===== src/prime_modular_arith_unit_core_assert.svh =====
// Assertion macros shared by the modular arithmetic unit.
`ifndef PRIME_MODULAR_ARITH_UNIT_CORE_ASSERT_SVH
`define PRIME_MODULAR_ARITH_UNIT_CORE_ASSERT_SVH
`ifndef SYNTHESIS
`define PMAU_ASSERT(lbl, clk, rst_n, prop) \
  lbl: assert property (@(posedge clk) disable iff (!rst_n) (prop)) \
    else $error("assertion failed");
`define PMAU_ASSERT_IMP(lbl, clk, rst_n, ante, cons) \
  lbl: assert property (@(posedge clk) disable iff (!rst_n) (ante) |-> (cons)) \
    else $error("assertion failed");
`define PMAU_ASSERT_NXT(lbl, clk, rst_n, ante, cons) \
  lbl: assert property (@(posedge clk) disable iff (!rst_n) (ante) |=> (cons)) \
    else $error("assertion failed");
`else
`define PMAU_ASSERT(lbl, clk, rst_n, prop)
`define PMAU_ASSERT_IMP(lbl, clk, rst_n, ante, cons)
`define PMAU_ASSERT_NXT(lbl, clk, rst_n, ante, cons)
`endif
`endif


===== src/pmau_pkg.sv =====
package pmau_pkg;

  localparam int unsigned OpW   = 3;
  localparam int unsigned OpndW = 63;
  localparam int unsigned ResW  = 30;
  localparam int unsigned StepW = 5;

  localparam logic [63:0] PrimeWide = 64'd1000000007;
  localparam logic [ResW-1:0] Prime  = PrimeWide[ResW-1:0];
  localparam logic [ResW-1:0] Fermat = Prime - 30'd2;

  // Barrett factor floor(2^60 / P) and the fold constant 2^32 mod P.
  localparam logic [63:0] MuWide   = (64'd1 << 60) / PrimeWide;
  localparam logic [30:0] Mu       = MuWide[30:0];
  localparam logic [63:0] C32Wide  = (64'd1 << 32) % PrimeWide;
  localparam logic [ResW-1:0] Pow32Mod = C32Wide[ResW-1:0];

  localparam logic [31:0] PrimeX1 = PrimeWide[31:0];
  localparam logic [31:0] PrimeX2 = 32'(64'd2 * PrimeWide);
  localparam logic [31:0] PrimeX3 = 32'(64'd3 * PrimeWide);
  localparam logic [31:0] PrimeX4 = 32'(64'd4 * PrimeWide);

  typedef enum logic [OpW-1:0] {
    OP_ADD = 3'd0,
    OP_SUB = 3'd1,
    OP_MUL = 3'd2,
    OP_POW = 3'd3,
    OP_INV = 3'd4,
    OP_DIV = 3'd5
  } opcode_e;

  typedef enum logic [2:0] {XS_A_HI, XS_B_HI, XS_A, XS_ACC, XS_SQ} x_sel_e;
  typedef enum logic [1:0] {YS_C32, YS_B, YS_SQ, YS_ACC} y_sel_e;
  typedef enum logic [1:0] {ZS_ZERO, ZS_A_LO, ZS_B_LO} z_sel_e;
  typedef enum logic [2:0] {DST_NONE, DST_A, DST_B, DST_ACC, DST_SQ, DST_RES} dst_e;
  typedef enum logic [2:0] {
    SRC_MM, SRC_ADD, SRC_SUB, SRC_ONE, SRC_ZERO, SRC_A, SRC_B, SRC_ACC
  } src_e;
  typedef enum logic [1:0] {EXP_HOLD, EXP_LOAD_FERMAT, EXP_SHIFT} exp_op_e;
  typedef enum logic [2:0] {
    BR_NEXT, BR_ALWAYS, BR_DISPATCH, BR_EXP_ZERO, BR_BIT_CLR, BR_EXP_LAST, BR_IS_DIV,
    BR_DONE
  } branch_e;

  typedef enum logic [1:0] {MM_IDLE, MM_MU, MM_QP, MM_FIX} mm_state_e;

  typedef logic [StepW-1:0] step_t;

  typedef struct packed {
    logic    mm_go;
    x_sel_e  x_sel;
    y_sel_e  y_sel;
    z_sel_e  z_sel;
    dst_e    dst;
    src_e    src;
    exp_op_e exp_op;
    branch_e branch;
    step_t   target;
  } ucode_t;

  typedef struct packed {
    logic           exp_zero;
    logic           exp_bit0;
    logic           exp_last;
    logic           out_free;
    logic [OpW-1:0] opcode;
  } useq_status_t;

  typedef struct packed {
    logic idle;
    logic done;
  } mm_stat_t;

  // Reduces any 32-bit value modulo P; at most four subtractions are needed.
  function automatic logic [ResW-1:0] red32(input logic [31:0] v);
    logic [31:0] r;
    if (v >= PrimeX4) begin
      r = v - PrimeX4;
    end else if (v >= PrimeX3) begin
      r = v - PrimeX3;
    end else if (v >= PrimeX2) begin
      r = v - PrimeX2;
    end else if (v >= PrimeX1) begin
      r = v - PrimeX1;
    end else begin
      r = v;
    end
    return r[ResW-1:0];
  endfunction

endpackage


===== src/pmau_modmul.sv =====
`include "prime_modular_arith_unit_core_assert.svh"

module pmau_modmul (
  input  logic                        clk_i,
  input  logic                        rst_ni,
  input  logic                        start_i,
  input  logic [pmau_pkg::ResW-1:0]   x_i,
  input  logic [pmau_pkg::ResW-1:0]   y_i,
  input  logic [pmau_pkg::ResW-1:0]   z_i,
  output pmau_pkg::mm_stat_t          stat_o,
  output logic [pmau_pkg::ResW-1:0]   result_o
);
  import pmau_pkg::*;

  mm_state_e   state_q, state_d;
  logic [30:0] mul_a, mul_b;
  logic [61:0] mul_p;
  logic [59:0] prod_q;
  logic [61:0] t_q;
  logic [31:0] u_q;
  logic [31:0] rem;

  // One shared multiplier: x*y+z first, then the two Barrett products.
  assign mul_p = {31'b0, mul_a} * {31'b0, mul_b};

  always_comb begin
    state_d = state_q;
    mul_a   = {1'b0, x_i};
    mul_b   = {1'b0, y_i};
    case (state_q)
      MM_IDLE: begin
        if (start_i) begin
          state_d = MM_MU;
        end
      end
      MM_MU: begin
        mul_a   = prod_q[59:29];
        mul_b   = Mu;
        state_d = MM_QP;
      end
      MM_QP: begin
        mul_a   = t_q[61:31];
        mul_b   = {1'b0, Prime};
        state_d = MM_FIX;
      end
      MM_FIX: begin
        state_d = MM_IDLE;
      end
      default: begin
        state_d = MM_IDLE;
      end
    endcase
  end

  always_ff @(posedge clk_i or negedge rst_ni) begin
    if (!rst_ni) begin
      state_q <= MM_IDLE;
    end else begin
      state_q <= state_d;
    end
  end

  always_ff @(posedge clk_i) begin
    if (state_q == MM_IDLE && start_i) begin
      prod_q <= mul_p[59:0] + {30'b0, z_i};
    end
    if (state_q == MM_MU) begin
      t_q <= mul_p;
    end
    if (state_q == MM_QP) begin
      u_q <= mul_p[31:0];
    end
  end

  // The true remainder is below 3P, so the low 32 bits carry it exactly.
  assign rem         = prod_q[31:0] - u_q;
  assign result_o    = red32(rem);
  assign stat_o.idle = (state_q == MM_IDLE);
  assign stat_o.done = (state_q == MM_FIX);

  `PMAU_ASSERT_IMP(a_mm_start_idle, clk_i, rst_ni, start_i, state_q == MM_IDLE)
  `PMAU_ASSERT_IMP(a_mm_barrett_bound, clk_i, rst_ni, state_q == MM_FIX, rem < PrimeX3)

endmodule


===== src/pmau_useq.sv =====
`include "prime_modular_arith_unit_core_assert.svh"

module pmau_useq (
  input  logic                    clk_i,
  input  logic                    rst_ni,
  input  logic                    start_i,
  input  pmau_pkg::useq_status_t  status_i,
  input  pmau_pkg::mm_stat_t      mm_stat_i,
  output pmau_pkg::ucode_t        cw_o,
  output logic                    fire_o,
  output logic                    busy_o,
  output logic                    mm_start_o
);
  import pmau_pkg::*;

  localparam step_t StepRedA   = 5'd0;
  localparam step_t StepRedB   = 5'd1;
  localparam step_t StepAdd    = 5'd2;
  localparam step_t StepSub    = 5'd3;
  localparam step_t StepMul    = 5'd4;
  localparam step_t StepNone   = 5'd5;
  localparam step_t StepPow    = 5'd6;
  localparam step_t StepInv    = 5'd7;
  localparam step_t StepAccOne = 5'd8;
  localparam step_t StepLoop   = 5'd9;
  localparam step_t StepBit    = 5'd10;
  localparam step_t StepAccMul = 5'd11;
  localparam step_t StepShift  = 5'd12;
  localparam step_t StepSquare = 5'd13;
  localparam step_t StepEnd    = 5'd14;
  localparam step_t StepRes    = 5'd15;
  localparam step_t StepDiv    = 5'd16;
  localparam step_t StepLast   = StepDiv;

  function automatic ucode_t uc(input logic go, input x_sel_e xs, input y_sel_e ys,
                                input z_sel_e zs, input dst_e dst, input src_e src,
                                input exp_op_e eop, input branch_e br, input step_t tgt);
    ucode_t w;
    w.mm_go  = go;
    w.x_sel  = xs;
    w.y_sel  = ys;
    w.z_sel  = zs;
    w.dst    = dst;
    w.src    = src;
    w.exp_op = eop;
    w.branch = br;
    w.target = tgt;
    return w;
  endfunction

  function automatic ucode_t rom(input step_t pc);
    case (pc)
      StepRedA:   return uc(1'b1, XS_A_HI, YS_C32, ZS_A_LO, DST_A, SRC_MM, EXP_HOLD,
                            BR_NEXT, StepRedA);
      StepRedB:   return uc(1'b1, XS_B_HI, YS_C32, ZS_B_LO, DST_B, SRC_MM, EXP_HOLD,
                            BR_DISPATCH, StepRedA);
      StepAdd:    return uc(1'b0, XS_A, YS_B, ZS_ZERO, DST_RES, SRC_ADD, EXP_HOLD,
                            BR_DONE, StepRedA);
      StepSub:    return uc(1'b0, XS_A, YS_B, ZS_ZERO, DST_RES, SRC_SUB, EXP_HOLD,
                            BR_DONE, StepRedA);
      StepMul:    return uc(1'b1, XS_A, YS_B, ZS_ZERO, DST_RES, SRC_MM, EXP_HOLD,
                            BR_DONE, StepRedA);
      StepNone:   return uc(1'b0, XS_A, YS_B, ZS_ZERO, DST_RES, SRC_ZERO, EXP_HOLD,
                            BR_DONE, StepRedA);
      StepPow:    return uc(1'b0, XS_A, YS_B, ZS_ZERO, DST_SQ, SRC_A, EXP_HOLD,
                            BR_ALWAYS, StepAccOne);
      StepInv:    return uc(1'b0, XS_A, YS_B, ZS_ZERO, DST_SQ, SRC_B, EXP_LOAD_FERMAT,
                            BR_NEXT, StepRedA);
      StepAccOne: return uc(1'b0, XS_A, YS_B, ZS_ZERO, DST_ACC, SRC_ONE, EXP_HOLD,
                            BR_NEXT, StepRedA);
      StepLoop:   return uc(1'b0, XS_A, YS_B, ZS_ZERO, DST_NONE, SRC_ZERO, EXP_HOLD,
                            BR_EXP_ZERO, StepEnd);
      StepBit:    return uc(1'b0, XS_A, YS_B, ZS_ZERO, DST_NONE, SRC_ZERO, EXP_HOLD,
                            BR_BIT_CLR, StepShift);
      StepAccMul: return uc(1'b1, XS_ACC, YS_SQ, ZS_ZERO, DST_ACC, SRC_MM, EXP_HOLD,
                            BR_NEXT, StepRedA);
      StepShift:  return uc(1'b0, XS_A, YS_B, ZS_ZERO, DST_NONE, SRC_ZERO, EXP_SHIFT,
                            BR_EXP_LAST, StepEnd);
      StepSquare: return uc(1'b1, XS_SQ, YS_SQ, ZS_ZERO, DST_SQ, SRC_MM, EXP_HOLD,
                            BR_ALWAYS, StepBit);
      StepEnd:    return uc(1'b0, XS_A, YS_B, ZS_ZERO, DST_NONE, SRC_ZERO, EXP_HOLD,
                            BR_IS_DIV, StepDiv);
      StepRes:    return uc(1'b0, XS_A, YS_B, ZS_ZERO, DST_RES, SRC_ACC, EXP_HOLD,
                            BR_DONE, StepRedA);
      StepDiv:    return uc(1'b1, XS_A, YS_ACC, ZS_ZERO, DST_RES, SRC_MM, EXP_HOLD,
                            BR_DONE, StepRedA);
      default:    return uc(1'b0, XS_A, YS_B, ZS_ZERO, DST_RES, SRC_ZERO, EXP_HOLD,
                            BR_DONE, StepRedA);
    endcase
  endfunction

  function automatic step_t entry(input logic [OpW-1:0] op);
    case (op)
      OP_ADD:  return StepAdd;
      OP_SUB:  return StepSub;
      OP_MUL:  return StepMul;
      OP_POW:  return StepPow;
      OP_INV:  return StepInv;
      OP_DIV:  return StepInv;
      default: return StepNone;
    endcase
  endfunction

  step_t  pc_q, pc_d;
  logic   busy_q, busy_d;
  ucode_t cw;
  step_t  pc_inc;

  assign cw     = rom(pc_q);
  assign pc_inc = pc_q + 5'd1;

  // A step retires when its multiply is finished and, for the last step,
  // when the output register can take the result.
  assign fire_o = busy_q && (!cw.mm_go || mm_stat_i.done) &&
                  ((cw.branch != BR_DONE) || status_i.out_free);
  assign mm_start_o = busy_q && cw.mm_go && mm_stat_i.idle;
  assign cw_o       = cw;
  assign busy_o     = busy_q;

  always_comb begin
    pc_d   = pc_q;
    busy_d = busy_q;
    if (start_i) begin
      pc_d   = StepRedA;
      busy_d = 1'b1;
    end else if (fire_o) begin
      case (cw.branch)
        BR_NEXT:     pc_d = pc_inc;
        BR_ALWAYS:   pc_d = cw.target;
        BR_DISPATCH: pc_d = entry(status_i.opcode);
        BR_EXP_ZERO: pc_d = status_i.exp_zero ? cw.target : pc_inc;
        BR_BIT_CLR:  pc_d = status_i.exp_bit0 ? pc_inc : cw.target;
        BR_EXP_LAST: pc_d = status_i.exp_last ? cw.target : pc_inc;
        BR_IS_DIV:   pc_d = (status_i.opcode == OP_DIV) ? cw.target : pc_inc;
        BR_DONE:     busy_d = 1'b0;
        default:     pc_d = pc_inc;
      endcase
    end
  end

  always_ff @(posedge clk_i or negedge rst_ni) begin
    if (!rst_ni) begin
      pc_q   <= StepRedA;
      busy_q <= 1'b0;
    end else begin
      pc_q   <= pc_d;
      busy_q <= busy_d;
    end
  end

  `PMAU_ASSERT_IMP(a_seq_start_idle, clk_i, rst_ni, start_i, !busy_q)
  `PMAU_ASSERT_IMP(a_seq_pc_range, clk_i, rst_ni, busy_q, pc_q <= StepLast)
  `PMAU_ASSERT_NXT(a_seq_done_idle, clk_i, rst_ni, fire_o && (cw.branch == BR_DONE), !busy_q)

endmodule


===== src/prime_modular_arith_unit_core.sv =====
// Channel  Handshake                   Payload
// in       in_valid_i / in_stall_o     opcode_i, operand_a_i, operand_b_i
// out      out_valid_o / out_stall_i   result_o
//
// One request at a time runs a microcode program; each modular multiply runs on the
// one shared 31x31 Barrett multiplier. Power squares and multiplies over the exponent
// from its low bit up; inverse raises b to P-2 by the same loop, and divide then
// multiplies a by that inverse.
// Reset is asynchronous and clears only the control state and the output valid.
// While a result waits on a stalled output the last step waits, and so does the input.
`include "prime_modular_arith_unit_core_assert.svh"

module prime_modular_arith_unit_core (
  input  logic                         clk_i,
  input  logic                         rst_ni,
  input  logic                         in_valid_i,
  output logic                         in_stall_o,
  input  logic [pmau_pkg::OpW-1:0]     opcode_i,
  input  logic [pmau_pkg::OpndW-1:0]   operand_a_i,
  input  logic [pmau_pkg::OpndW-1:0]   operand_b_i,
  output logic                         out_valid_o,
  input  logic                         out_stall_i,
  output logic [pmau_pkg::ResW-1:0]    result_o
);
  import pmau_pkg::*;

  logic              in_accept;
  logic              busy;
  logic              fire;
  logic              mm_start;
  ucode_t            cw;
  useq_status_t      status;
  mm_stat_t          mm_stat;

  logic [OpW-1:0]    op_q;
  logic [ResW-1:0]   a_hi_q, a_lo_q, b_hi_q, b_lo_q;
  logic [ResW-1:0]   a_q, b_q, acc_q, sq_q;
  logic [OpndW-1:0]  exp_q;
  logic              out_valid_q;
  logic [ResW-1:0]   result_q;

  logic [ResW-1:0]   mm_x, mm_y, mm_z, mm_res;
  logic [ResW-1:0]   wr_val;
  logic [31:0]       add_sum, sub_sum;

  assign in_accept  = in_valid_i && !busy;
  assign in_stall_o = busy;

  assign status.exp_zero = (exp_q == '0);
  assign status.exp_bit0 = exp_q[0];
  assign status.exp_last = (exp_q[OpndW-1:1] == '0);
  assign status.out_free = !out_valid_q || !out_stall_i;
  assign status.opcode   = op_q;

  pmau_useq u_useq (
    .clk_i      (clk_i),
    .rst_ni     (rst_ni),
    .start_i    (in_accept),
    .status_i   (status),
    .mm_stat_i  (mm_stat),
    .cw_o       (cw),
    .fire_o     (fire),
    .busy_o     (busy),
    .mm_start_o (mm_start)
  );

  pmau_modmul u_modmul (
    .clk_i    (clk_i),
    .rst_ni   (rst_ni),
    .start_i  (mm_start),
    .x_i      (mm_x),
    .y_i      (mm_y),
    .z_i      (mm_z),
    .stat_o   (mm_stat),
    .result_o (mm_res)
  );

  always_comb begin
    case (cw.x_sel)
      XS_A_HI: mm_x = a_hi_q;
      XS_B_HI: mm_x = b_hi_q;
      XS_A:    mm_x = a_q;
      XS_ACC:  mm_x = acc_q;
      XS_SQ:   mm_x = sq_q;
      default: mm_x = a_q;
    endcase
    case (cw.y_sel)
      YS_C32:  mm_y = Pow32Mod;
      YS_B:    mm_y = b_q;
      YS_SQ:   mm_y = sq_q;
      YS_ACC:  mm_y = acc_q;
      default: mm_y = b_q;
    endcase
    case (cw.z_sel)
      ZS_ZERO: mm_z = '0;
      ZS_A_LO: mm_z = a_lo_q;
      ZS_B_LO: mm_z = b_lo_q;
      default: mm_z = '0;
    endcase
  end

  assign add_sum = {2'b0, a_q} + {2'b0, b_q};
  assign sub_sum = {2'b0, a_q} + {2'b0, Prime} - {2'b0, b_q};

  always_comb begin
    case (cw.src)
      SRC_MM:   wr_val = mm_res;
      SRC_ADD:  wr_val = red32(add_sum);
      SRC_SUB:  wr_val = red32(sub_sum);
      SRC_ONE:  wr_val = 30'd1;
      SRC_ZERO: wr_val = '0;
      SRC_A:    wr_val = a_q;
      SRC_B:    wr_val = b_q;
      SRC_ACC:  wr_val = acc_q;
      default:  wr_val = '0;
    endcase
  end

  // A 63-bit operand is folded as hi * (2^32 mod P) + lo with both halves
  // pre-reduced here, so the multiplier input never exceeds 2^60.
  always_ff @(posedge clk_i) begin
    if (in_accept) begin
      op_q   <= opcode_i;
      a_hi_q <= red32({1'b0, operand_a_i[OpndW-1:32]});
      a_lo_q <= red32(operand_a_i[31:0]);
      b_hi_q <= red32({1'b0, operand_b_i[OpndW-1:32]});
      b_lo_q <= red32(operand_b_i[31:0]);
      exp_q  <= operand_b_i;
    end else if (fire) begin
      case (cw.exp_op)
        EXP_LOAD_FERMAT: exp_q <= {{(OpndW-ResW){1'b0}}, Fermat};
        EXP_SHIFT:       exp_q <= {1'b0, exp_q[OpndW-1:1]};
        default:         exp_q <= exp_q;
      endcase
    end
    if (fire) begin
      case (cw.dst)
        DST_A:   a_q      <= wr_val;
        DST_B:   b_q      <= wr_val;
        DST_ACC: acc_q    <= wr_val;
        DST_SQ:  sq_q     <= wr_val;
        DST_RES: result_q <= wr_val;
        default: ;
      endcase
    end
  end

  always_ff @(posedge clk_i or negedge rst_ni) begin
    if (!rst_ni) begin
      out_valid_q <= 1'b0;
    end else begin
      out_valid_q <= (out_valid_q && out_stall_i) || (fire && (cw.dst == DST_RES));
    end
  end

  assign out_valid_o = out_valid_q;
  assign result_o    = result_q;

  `PMAU_ASSERT_IMP(a_top_result_range, clk_i, rst_ni, out_valid_o, result_o < Prime)

endmodule

===== config.mk =====
export PLATFORM = sky130hd
export DESIGN_NAME = prime_modular_arith_unit_core
export DESIGN_NICKNAME = d
export VERILOG_FILES = /design/src/pmau_pkg.sv /design/src/pmau_modmul.sv /design/src/pmau_useq.sv /design/src/prime_modular_arith_unit_core.sv
export VERILOG_INCLUDE_DIRS = /design/src /design/src/src
export SDC_FILE = /design/constraint.sdc
export NUM_CORES = 2
export LEC_CHECK = 0
export BUFFER_PORTS_ARGS = -buffer_cell sky130_fd_sc_hd__buf_2
export CORE_MARGIN = 4
export CORE_UTILIZATION = 55
export DETAILED_ROUTE_END_ITERATION = 10
export PLACE_DENSITY_LB_ADDON = 0.08
export SLEW_MARGIN = 25
export SYNTH_ARGS = -nofsm -noshare
export SYNTH_HDL_FRONTEND = slang
export SYNTH_SLANG_ARGS = --single-unit

===== constraint.sdc =====
create_clock -name clk_i -period 11.2 [get_ports clk_i]
set_clock_uncertainty 0.2 [all_clocks]
set_input_delay 1.12 -clock clk_i [delete_from_list [all_inputs] [get_ports clk_i]]
set_output_delay 1.12 -clock clk_i [all_outputs]
set_load 0.05 [all_outputs]

==> flow_metrics.env <==
export IMPL_grt_first_pass_wirelength_mm=432.5
export IMPL_tritoncts="done"
export IMPL_timing_rr_start="u_useq.pc_q[0]"
export IMPL_fin_nets=10470
export IMPL_syn2layout_area_growth_pct=16.67
export IMPL_coreArea_sq_mm=0.1293
export IMPL_syn_avg_cell_area_sq_um=8.504
export IMPL_wirelength_mm=292.1
export IMPL_grt_usage_pct=42.42
export IMPL_final_core_util_pct=64.56
export IMPL_antenna_found_initial=12
export IMPL_rsz0062_at_grt="yes"
export IMPL_clk_pin_slew_ns=0.07
export IMPL_drive_gt1_share_pct=16.95
export IMPL_ys_seq_area_share_pct=19.58
export IMPL_reg2reg_to="u_modmul.prod_q[58]"
export IMPL_r2r_cells=47
export IMPL_max_freq_mhz=88.45
export IMPL_status="complete, but fails checks"
export IMPL_synth_edff_count=459
export IMPL_period_share_pct=100.9
export IMPL_die_w_um=368.7
export IMPL_period_minus_slack_ns=11.31
export IMPL_synthDistinctLibCells=112
export IMPL_h_tree_depth=2
export IMPL_ios=165
export IMPL_path_common_cell="fa_1"
export IMPL_crit_arrival_ns=11.55
export IMPL_worst_slew_pin_transition_ns=1.235
export IMPL_synth_main_ff_cell="edfxtp_1"
export IMPL_synth_seq_cells=468
export IMPL_maxSlewViolCount=0
export IMPL_num_vias=69150
export IMPL_reg2reg_setup_slack_ns=-0.11
export IMPL_die_h_um=368.7
export IMPL_numCtsBuffers=54
export IMPL_worst_setup_path_end_kind="flip-flop"
export IMPL_clock_sinks=468
export IMPL_async_reset_ff_share_pct=1.923
export IMPL_drt_iter0_drc=8348
export IMPL_synthesis_area_sq_mm=0.07156
export IMPL_timing_slew_headroom_pct=17.04
export IMPL_min_path_type="input pin to async pin"
export IMPL_tns_ns=-0.3849
export IMPL_start_kind="flip-flop"
export IMPL_postSynthCellCount=8415
export IMPL_grt_start_max_net_pins=83
export IMPL_required_ns=11.44
export IMPL_cp_max_fo=6
export IMPL_violations="DRC, setup timing"
export IMPL_gp_congestion=1.076
export IMPL_dp_hpwl_mm=238.8
export IMPL_whs_ns=0.07665
export IMPL_cap_violations=0
export IMPL_cts_root_buf="clkbuf_16"
export IMPL_drt_drc_violations_left=9
export IMPL_holdBufCountCts=0
export IMPL_yosys_warnings=0
export IMPL_cts_max_path_buffers=3
export IMPL_die_area_sq_mm=0.1359
export IMPL_slowest_delay_ns=0.62
export IMPL_grt_overflow_total=0
export IMPL_fill_cells=10960
export IMPL_clkLatencyLatePin_ns=0.70
export IMPL_critPathSlowestCell="fa_1"
export IMPL_setup_viol=8
export IMPL_start_util_pct=55.34
export IMPL_row_count=132
export IMPL_drt_pass1_iter_count=11
export IMPL_final_common_cell="inv_1"
export IMPL_wire_per_inst_um=26.96
export IMPL_via_per_inst=6.383
export IMPL_worstSetupPathType="flip-flop to flip-flop"
export IMPL_hold_viol=0
export IMPL_most_common_layout_cells="inv_1, nand2_1, fa_1, buf_4, nor2_1"
export IMPL_port_buffers=164
export IMPL_drtAntennaViolNets=0
export IMPL_grt_pass1_vias=68340
export IMPL_finalWorstSetupSlack_ns=-0.1060
[cells by family (layout without fill, tap and decap cells)]
logic type / Yosys count / in the layout / share of synthesized area (%)
other: 2 / 21 / 0.01049
AO/OA/AOI/OAI: 1930 / 1930 / 18.09
flip-flops: 468 / 468 / 19.58
AND/OR/NAND/NOR: 2772 / 2772 / 17.57
XOR/XNOR: 355 / 355 / 4.355
buffers and inverters: 1540 / 2198 / 8.158
multiplexers: 49 / 49 / 0.7168
adder cells (fa/ha/maj): 1299 / 1299 / 31.53
[critical path: cells and delay by family (launching register included)]
family | cells | cell delay, ns
AOI/OAI and AO/OA | 9 | 1.28
xor gates and xnor gates | 2 | 0.23
adders and majority gates | 12 | 5.24
buffers and inverters | 13 | 1.37
DFF | 1 | 0.43
muxes | 1 | 0.31
and+or+nand+nor | 10 | 1.99
[synthesized netlist by cell type, drive strengths merged, types with 26 or more instances]
library cell | instances | area [sq um]
fa | 841 | 16840
a211o | 32 | 280.3
or3 | 43 | 269.0
a21boi | 26 | 195.2
nor2 | 787 | 2959
a311oi | 36 | 327.8
a211oi | 79 | 613.1
nand2 | 1033 | 3877
a22oi | 60 | 450.4
o21a | 57 | 427.9
nand3 | 151 | 755.7
and2 | 127 | 794.5
inv | 1069 | 4013
mux2i | 31 | 310.3
o211ai | 59 | 447.9
a21o | 117 | 879.6
xor2 | 89 | 779.5
a221oi | 39 | 360.3
o21ai | 384 | 1922
o31ai | 35 | 262.8
a31oi | 84 | 538.0
nor4 | 49 | 306.5
xnor2 | 266 | 2337
a21oi | 532 | 2666
a41oi | 26 | 227.7
nand4 | 66 | 412.9
clkbuf | 406 | 1524
nor2b | 65 | 406.6
edfxtp | 459 | 13780
nor3 | 185 | 930.9
o311ai | 26 | 235.2
buf | 62 | 290.3
or2 | 38 | 237.7
o21bai | 34 | 255.2
nand2b | 70 | 437.9
and3 | 64 | 400.4
a22o | 27 | 236.5
a222oi | 42 | 420.4
ha | 457 | 5718
[metrics by stage]
step	instances	area, sq um	setup slack (ns)
after global routing	10830	83470	-0.4543
final	10830	83490	-0.1060
after CTS	10780	82190	-0.03618
after detailed placement	10640	79320	-0.4951
after global placement	10640	79310	-0.4007
after floorplan	8419	71760	0.008045
[final cells by class]
type / count / area, sq um / area share (%)
multi-input combinational: 6411 / 53420 / 63.98
timing repair buffer: 1027 / 7830 / 9.378
tap: 1742 / 2180 / 2.611
clock inverter: 43 / 624.3 / 0.7478
sequential: 468 / 14010 / 16.78
antenna: 15 / 37.54 / 0.04496
inverter: 1072 / 4033 / 4.830
clock buffer: 56 / 1359 / 1.627
[repair_timing]
action / in CTS / in global routing
hold endpoints to repair: 0 / 0
setup buffers: 39 / 38
gates resized for setup: 131 / 206
setup endpoints to repair: 29 / 39
gates cloned: 1 / 1
pin swaps: 54 / 160
[metal layers]
layer | track usage (%) | wire, um
met1 | 52.14 | 105000
met2 | 64.75 | 127000
met3 | 10.34 | 31480
met4 | 32.09 | 28630
met5 | 0 | 27
[state kept, by name (all words and copies together), names as in the netlist]
register / count
exp_q: 63
u_modmul.prod_q: 60
u_modmul.u_q: 32
u_modmul.t_q: 31
a_hi_q: 30
a_lo_q: 30
a_q: 30
acc_q: 30
b_hi_q: 30
b_lo_q: 30
b_q: 30
result_o: 30
sq_q: 30
u_useq.pc_q: 5
op_q: 3
u_modmul.state_q: 2
out_valid_o: 1
u_useq.busy_o: 1
[worst max-delay path by stage]
| stage | from | slack, ns | depth (start not counted) | to |
|---|---|---|---|---|
| after global routing | u_useq.pc_q[0] | -0.45 | 46 | u_modmul.prod_q[59] |
| after CTS | u_useq.pc_q[0] | -0.04 | 48 | u_modmul.prod_q[58] |
| after floorplan | u_useq.pc_q[2] | 0.008 | 46 | u_modmul.prod_q[58] |
| after detailed placement | u_useq.pc_q[0] | -0.50 | 44 | u_modmul.prod_q[58] |
| final | u_useq.pc_q[0] | -0.11 | 47 | u_modmul.prod_q[58] |
| after global placement | u_useq.pc_q[1] | -0.40 | 44 | u_modmul.prod_q[59] |
Power is not shown: default switching activity piles up to over one toggle a cycle in this logic, so the estimate is an artifact.
